[src/rtl/core/ilm_pkg.sv]
package ilm_pkg;

  // Command codes carried on the input channel.
  typedef enum logic [1:0] {
    CMD_SUBMIT   = 2'd0,
    CMD_COMPLETE = 2'd1,
    CMD_SNAPSHOT = 2'd2,
    CMD_NONE     = 2'd3
  } cmd_t;

  // Status codes returned with every result.
  typedef enum logic [1:0] {
    ST_OK        = 2'd0,
    ST_FULL      = 2'd1,
    ST_NOT_FOUND = 2'd2,
    ST_UNUSED    = 2'd3
  } status_t;

  // Picoseconds per second; fits in 40 bits.
  localparam int unsigned PS_W = 40;
  localparam logic [PS_W-1:0] PS_PER_SEC = 40'd1000000000000;

  // Number of quotient bits the divider produces.
  localparam int unsigned DIV_STEPS = 64;

  // One outstanding request as stored in the table memory.
  typedef struct packed {
    logic [31:0] id;
    logic [63:0] stamp;
    logic [31:0] len;
  } entry_t;

  // Divider status seen by the controller.
  typedef struct packed {
    logic busy;
    logic done;
  } div_status_t;

  // Controller states.
  typedef enum logic [3:0] {
    S_IDLE,
    S_SUB,
    S_CRD,
    S_CCMP,
    S_MUL1,
    S_MUL2,
    S_UPD,
    S_SNAP,
    S_PM1,
    S_PM2,
    S_PM3,
    S_CHK,
    S_DIV,
    S_CLR,
    S_OUT
  } state_t;

endpackage

[src/rtl/core/ilm_div.sv]
module ilm_div (
  input  logic                 clk,
  input  logic                 rst_n,
  input  logic                 start,
  input  logic [63:0]          dvd_hi,
  input  logic [63:0]          dvd_lo,
  input  logic [63:0]          dvs,
  output logic [63:0]          quo,
  output ilm_pkg::div_status_t stat
);
  import ilm_pkg::*;

  localparam int unsigned CW = $clog2(DIV_STEPS);

  logic [63:0]   rem_r;
  logic [63:0]   lo_r;
  logic [63:0]   q_r;
  logic [63:0]   dvs_r;
  logic [CW-1:0] cnt_r;
  logic          busy_r;
  logic          done_r;
  logic [63:0]   rem_sh;
  logic          take;

  // One restoring step: shift in the next dividend bit, subtract if it fits.
  always_comb begin
    rem_sh = {rem_r[62:0], lo_r[63]};
    take   = rem_r[63] || (rem_sh >= dvs_r);
  end

  always_ff @(posedge clk) begin
    if (start) begin
      rem_r <= dvd_hi;
      lo_r  <= dvd_lo;
      dvs_r <= dvs;
      q_r   <= '0;
    end else if (busy_r) begin
      rem_r <= take ? rem_sh - dvs_r : rem_sh;
      lo_r  <= {lo_r[62:0], 1'b0};
      q_r   <= {q_r[62:0], take};
    end
  end

  // Step counter and status.
  always_ff @(posedge clk) begin
    if (!rst_n) begin
      busy_r <= 1'b0;
      done_r <= 1'b0;
      cnt_r  <= '0;
    end else begin
      done_r <= 1'b0;
      if (start) begin
        busy_r <= 1'b1;
        cnt_r  <= '0;
      end else if (busy_r) begin
        cnt_r <= cnt_r + 1'b1;
        if (cnt_r == CW'(DIV_STEPS - 1)) begin
          busy_r <= 1'b0;
          done_r <= 1'b1;
        end
      end
    end
  end

  assign quo       = q_r;
  assign stat.busy = busy_r;
  assign stat.done = done_r;

endmodule

[config.mk]
export PLATFORM = sky130hd
export DESIGN_NAME = ilm_div
export DESIGN_NICKNAME = d
export VERILOG_FILES = /design/src/rtl/core/ilm_pkg.sv /design/src/rtl/core/ilm_div.sv
export SDC_FILE = /design/constraint.sdc
export NUM_CORES = 1
export LEC_CHECK = 0
export BUFFER_PORTS_ARGS = -buffer_cell sky130_fd_sc_hd__buf_2
export CORE_MARGIN = 3
export CORE_UTILIZATION = 53
export CTS_BUF_LIST = sky130_fd_sc_hd__clkbuf_4 sky130_fd_sc_hd__clkbuf_8
export DETAILED_ROUTE_END_ITERATION = 10
export PLACE_DENSITY = 0.91
export SETUP_SLACK_MARGIN = 0.15
export SKIP_LAST_GASP = 1
export SLEW_MARGIN = 5
export SYNTH_ARGS = -nofsm -noshare
export SYNTH_HDL_FRONTEND = slang
export SYNTH_SLANG_ARGS = --single-unit
[constraint.sdc]
create_clock -name clk -period 3.2 [get_ports clk]
set_input_delay 0.64 -clock clk [delete_from_list [all_inputs] [get_ports clk]]
set_output_delay 0.64 -clock clk [all_outputs]
set_load 0.03 [all_outputs]
# == Word-level counts from Yosys, hierarchy flattened ==
# Index checks and enable logic that the tools add are counted.
# totals
reg_bits,264
inputBits,195
out_inout_bits,66
word_cells,26
# op_classes
addsub,2
order_cmp,1
eq_ne,1
muxes,9
bitwise_logic,2
reduce_logical,4
# op_table
op,count
2-to-1 mux 64 bit,5
greater-or-equal comparator 64 bit,1
subtractor 64 bit,1
"adder 6 x 1 -> 6 bit, second input constant",1
"== test 6 bit, second input constant",1
2-to-1 mux 1 bit,4
OR reduction 3 bit,1
NOT 1 bit,2
nonzero test 2 bit,1
OR reduction 2 bit,1
logical OR 1 bit,1

# == Depth between registers and ports, before layout ==
# depth
depth_word,5
ltp_mapped,15
depth_no_buf,14

# == Least setup slack after synthesis ==
# No wires, ideal clock.
# synth_path
path_kind,input port to flip-flop
from,input start
to,"register lo_r[0], enable pin"
setup_ps,433
arrival_ps,3011
required_time_ps,2767
setup_slack_ps,-244
cell_stages,4
n_path_buf,3
path_cell_list,clkbuf_1 clkbuf_1 clkbuf_1 or2_2
# synth_between
elab_chain_len,1
# synth_lines
element,line,rtl
from (decl),ilm_div.sv:4,"input logic start,"
nonzero test 2 bit (no source line),-,
to (signal assigned),ilm_div.sv:34,lo_r <= dvd_lo;
to (signal assigned),ilm_div.sv:39,"lo_r <= {lo_r[62:0], 1'b0};"
to (decl),ilm_div.sv:16,logic [63:0] lo_r;
# Every way passes these cells.
# A chain may end at the register's enable or synchronous reset.

# == Worst setup path in the final report ==
# layout_path
from,register rem_r[33]
to,register rem_r[60] (data pin)
# layout_between
elab_chain_len,5
word_cells_on_any_way,6
classes_between,add/sub (1); order compare (1); mux (3); reduce/logical (1)
# layout_lines
element,line,rtl
from (decl),ilm_div.sv:15,logic [63:0] rem_r;
from (signal assigned),ilm_div.sv:33,rem_r <= dvd_hi;
from (signal assigned),ilm_div.sv:38,rem_r <= take ? rem_sh - dvs_r : rem_sh;
greater-or-equal comparator 64 bit,ilm_div.sv:28,take = rem_r[63] || (rem_sh >= dvs_r);
logical OR 1 bit,ilm_div.sv:28,
2-to-1 mux 64 bit (*),ilm_div.sv:38,
2-to-1 mux 64 bit (*),ilm_div.sv:37,end else if (busy_r) begin
2-to-1 mux 64 bit (*),ilm_div.sv:32,if (start) begin
# Mark *: on every way between the ends. The rest lies on a longest branch, timed or not. The select of a mux whose other input is x is not followed.

==> flow_metrics.py <==
metrics = {
    "final_layout": {
        "num-nets-final": 2073,
        "fill_cells": 1721,
        "final_cell_area_um2": 19900,
        "final_cells": 2221,
        "syn_to_final_growth_pct": 35.0,
        "drive_above_1_share_pct": 43.6,
    },
    "cts": {
        "clkSlewWorstSetupHoldPaths_ns": 0.06,
        "clk_latency_ns": 0.57,
        "clock-root-buffer": "clkbuf_8",
        "hold_buffers": 0,
        "clk_path_buf_depth": 3,
        "cts_tree": "done",
        "cts.sinks": 264,
        "cts_buffers": 45,
        "htreeDepth": 2,
    },
    "power_and_ir_drop": {
        "p_sw_mw": 6.27,
        "ir_worst_vdd_mv": 0.455,
        "seq_power_share_pct": 27.2,
        "p_leak_nw": 8.93,
        "power.share.combinational_pct": 54.1,
        "internal-power_mw": 11.1,
        "total_power_mw": 17.3,
        "switching_share_pct": 36.2,
        "clkPwrFrac_pct": 18.7,
        "power_density_nw_per_um2": 869,
    },
    "floorplanning": {
        "dieArea_um2": 29900,
        "io_pins": 261,
        "die_h_um": 173,
        "die_width_um": 173,
        "rows": 60,
        "core-area_um2": 27200,
        "start_util_pct": 54.3,
    },
    "drt": {
        "routed-wl-met2_um": 22500,
        "drt_drc_violations_left": 0,
        "vias_per_cell": 5.88,
        "ant_nets": 0,
        "wl_met3_um": 4060,
        "top_layer": "met5",
        "dr.pass1.iters": 7,
        "routedLengthMet1_um": 16800,
        "vias": 13100,
        "routedWlPerCell_um": 20.8,
        "wl_um": 46200,
        "drt_iter0_markers": 1146,
    },
    "logic_synthesis": {
        "ys_top_cells_by_count": "edfxtp_1, nor2_1, mux2_2",
        "ys_top_cells_by_area": "edfxtp_1, dfxtp_1, mux2_2",
        "synth_nets": 1593,
        "synth_most_common_cell": "edfxtp_1",
        "synth_edf_count": 192,
        "yosys_most_used_dff": "edfxtp_1",
        "synth-seq-cells": 264,
        "synth.avg_cell_area_um2": 11.1,
        "synth-async-reset-ratio_pct": 0,
        "synth_seq_area_share_pct": 48.8,
        "yosys_warnings": 0,
        "syn-cell-area_um2": 14800,
        "yosysTopAreaCell": "edfxtp_1",
        "syn_inst": 1332,
        "synth_top_cell_area_share_pct": 39.1,
        "synth_cell_types": 66,
    },
    "grt": {
        "grt_pass1_wl_um": 67400,
        "grt_pass1_vias": 13200,
        "antenna_found_initial": 11,
        "grt_usage_pct": 27.7,
        "grt_max_degree": 117,
        "grt_overflow_total": 0,
    },
    "sta": {
        "post-route-period-util_pct": 116,
        "tightest_slew_ns": 0.649,
        "holdWs_ns": 0.239,
        "fmax_ghz": 0.269,
        "final_max_slew_viol_count": 0,
        "setup_viol": 63,
        "relSlewSlack_pct": 56.7,
        "setup_ws_ns": -0.512,
        "rsz0062_at_grt": "yes",
        "finClkSkew_ns": 0.0179,
        "min_period_ns": 3.71,
        "hold_viol_final": 0,
    },
    "critical_path": {
        "crit_arrival_ns": 4.02,
        "cp_max_fo": 8,
        "ff2ff_path_depth": 19,
        "worstSetupEndpointType": "flop",
        "cp.required_ns": 3.51,
        "critPathKind": "flop to flop",
        "cp-start-kind": "flop",
    },
    "outcome": {
        "outcome": "finished, violations left",
        "violations": "negative setup slack",
    },
    "placed_design": {
        "placed_area_um2": 17800,
        "port_buffers": 260,
        "gp_congestion": 0.919,
        "dp_hpwl_um": 29400,
        "dpl.cell_count": 2083,
    },
    "min_path": {
        "hold_path_depth": 1,
        "hold_class": "input pin to flop",
    },
    "flow_run": {
        "maxCapViolCount": 0,
    },
}
[worst max-delay path: stages (launching register included)]
cell	delay, ns
edfxtp_1	0.48
ha_4	0.33
buf_6	0.10
buf_6	0.09
nand4_1	0.19
nor2_2	0.20
nand2_1	0.08
nor2_1	0.11
nor2_1	0.08
nor4_2	0.30
buf_4	0.17
o31a_1	0.19
nor2_4	0.07
buf_12	0.17
clkbuf_16	0.17
buf_4	0.13
buf_6	0.10
buf_6	0.11
nor4b_4	0.31
nor4_2	0.08
[area by class of cell]
class,instances,area [um^2],area share (%)
antenna,3,7.51,0.0377
clock buffer,65,795,3.99
clock inverter,16,154,0.772
inverter,94,353,1.77
multi-input combinational,907,7540,37.8
sequential,264,7210,36.2
tap,372,465,2.34
timing repair buffer,500,3400,17.1
[flip-flops by register name (all words and copies together) (netlist names)]
signal,flops
busy_r,1
quo,64
cnt_r,6
lo_r,64
dvs_r,64
rem_r,64
done_r,1
[power groups by stage]
stage | sequential, mW | clock, mW | combinational (mW)
4_1_cts | 4.67 | 3.28 | 8.06
2_1_floorplan | 4.60 | 0 | 4.72
3_3_place_gp | 4.68 | 0 | 7.03
6_report | 4.71 | 3.24 | 9.37
5_1_grt | 4.75 | 3.45 | 9.90
3_5_place_dp | 4.71 | 0 | 7.35
[cell families (layout without fill, tap and decap cells)]
family          after synthesis  count (layout)  synth area share (%)
simple gates                282             282                  8.78
compound gates              264             264                  11.5
flops                       264             264                  48.8
mux                         232             232                  17.1
buf+inv                     161             675                  4.32
fa+ha+maj                    66              66                  5.65
xor+xnor                     63              63                  3.74
other cells                   0               3                     0
[path summary, 6_finish.rpt]
check	to	start	slack [ns]
worst max-delay path	rem_r[60]	rem_r[33]	-0.51
worst min-delay path	dvs_r[11]	dvs[11]	0.24
worst max register to register	rem_r[60]	rem_r[33]	-0.51
worst min register to register	cnt_r[5]	cnt_r[5]	0.51
[cells in the final DEF, fill, tap and decap left out, types with 52 or more instances in the layout]
cell,Yosys,routed
a21oi_1,86,77
buf_4,4,211
inv_1,93,90
buf_2,9,259
mux2i_1,69,69
dfxtp_1,72,71
nor2_1,121,116
mux2_2,116,109
ha_1,65,52
nand2_1,69,69
edfxtp_1,192,192
[metal layers]
metal  up-vias  global-route usage (%)
met5         -                       0
met4        16                    12.3
met3       250                    7.18
met2       805                    49.6
met1      6161                    31.0
li1       5830                       -
[through the flow]
step / setup TNS [ns] / utilization (%) / setup slack, ns
6_report: -20.15 / 73.3 / -0.512
4_1_cts: -16.16 / 71.1 / -0.340
3_3_place_gp: -29.65 / 65.6 / -0.536
3_5_place_dp: -25.65 / 65.6 / -0.519
2_1_floorplan: -2.54 / - / -0.0797
5_1_grt: -26.43 / 73.3 / -0.579
[timing repair]
item,4_1_cts,5_1_grt
cloned,2,4
pin swaps,12,25
gates resized for setup,66,63
setup endpoints to repair,65,65
setup buffers,22,26
(Power assumes the default switching activity.)
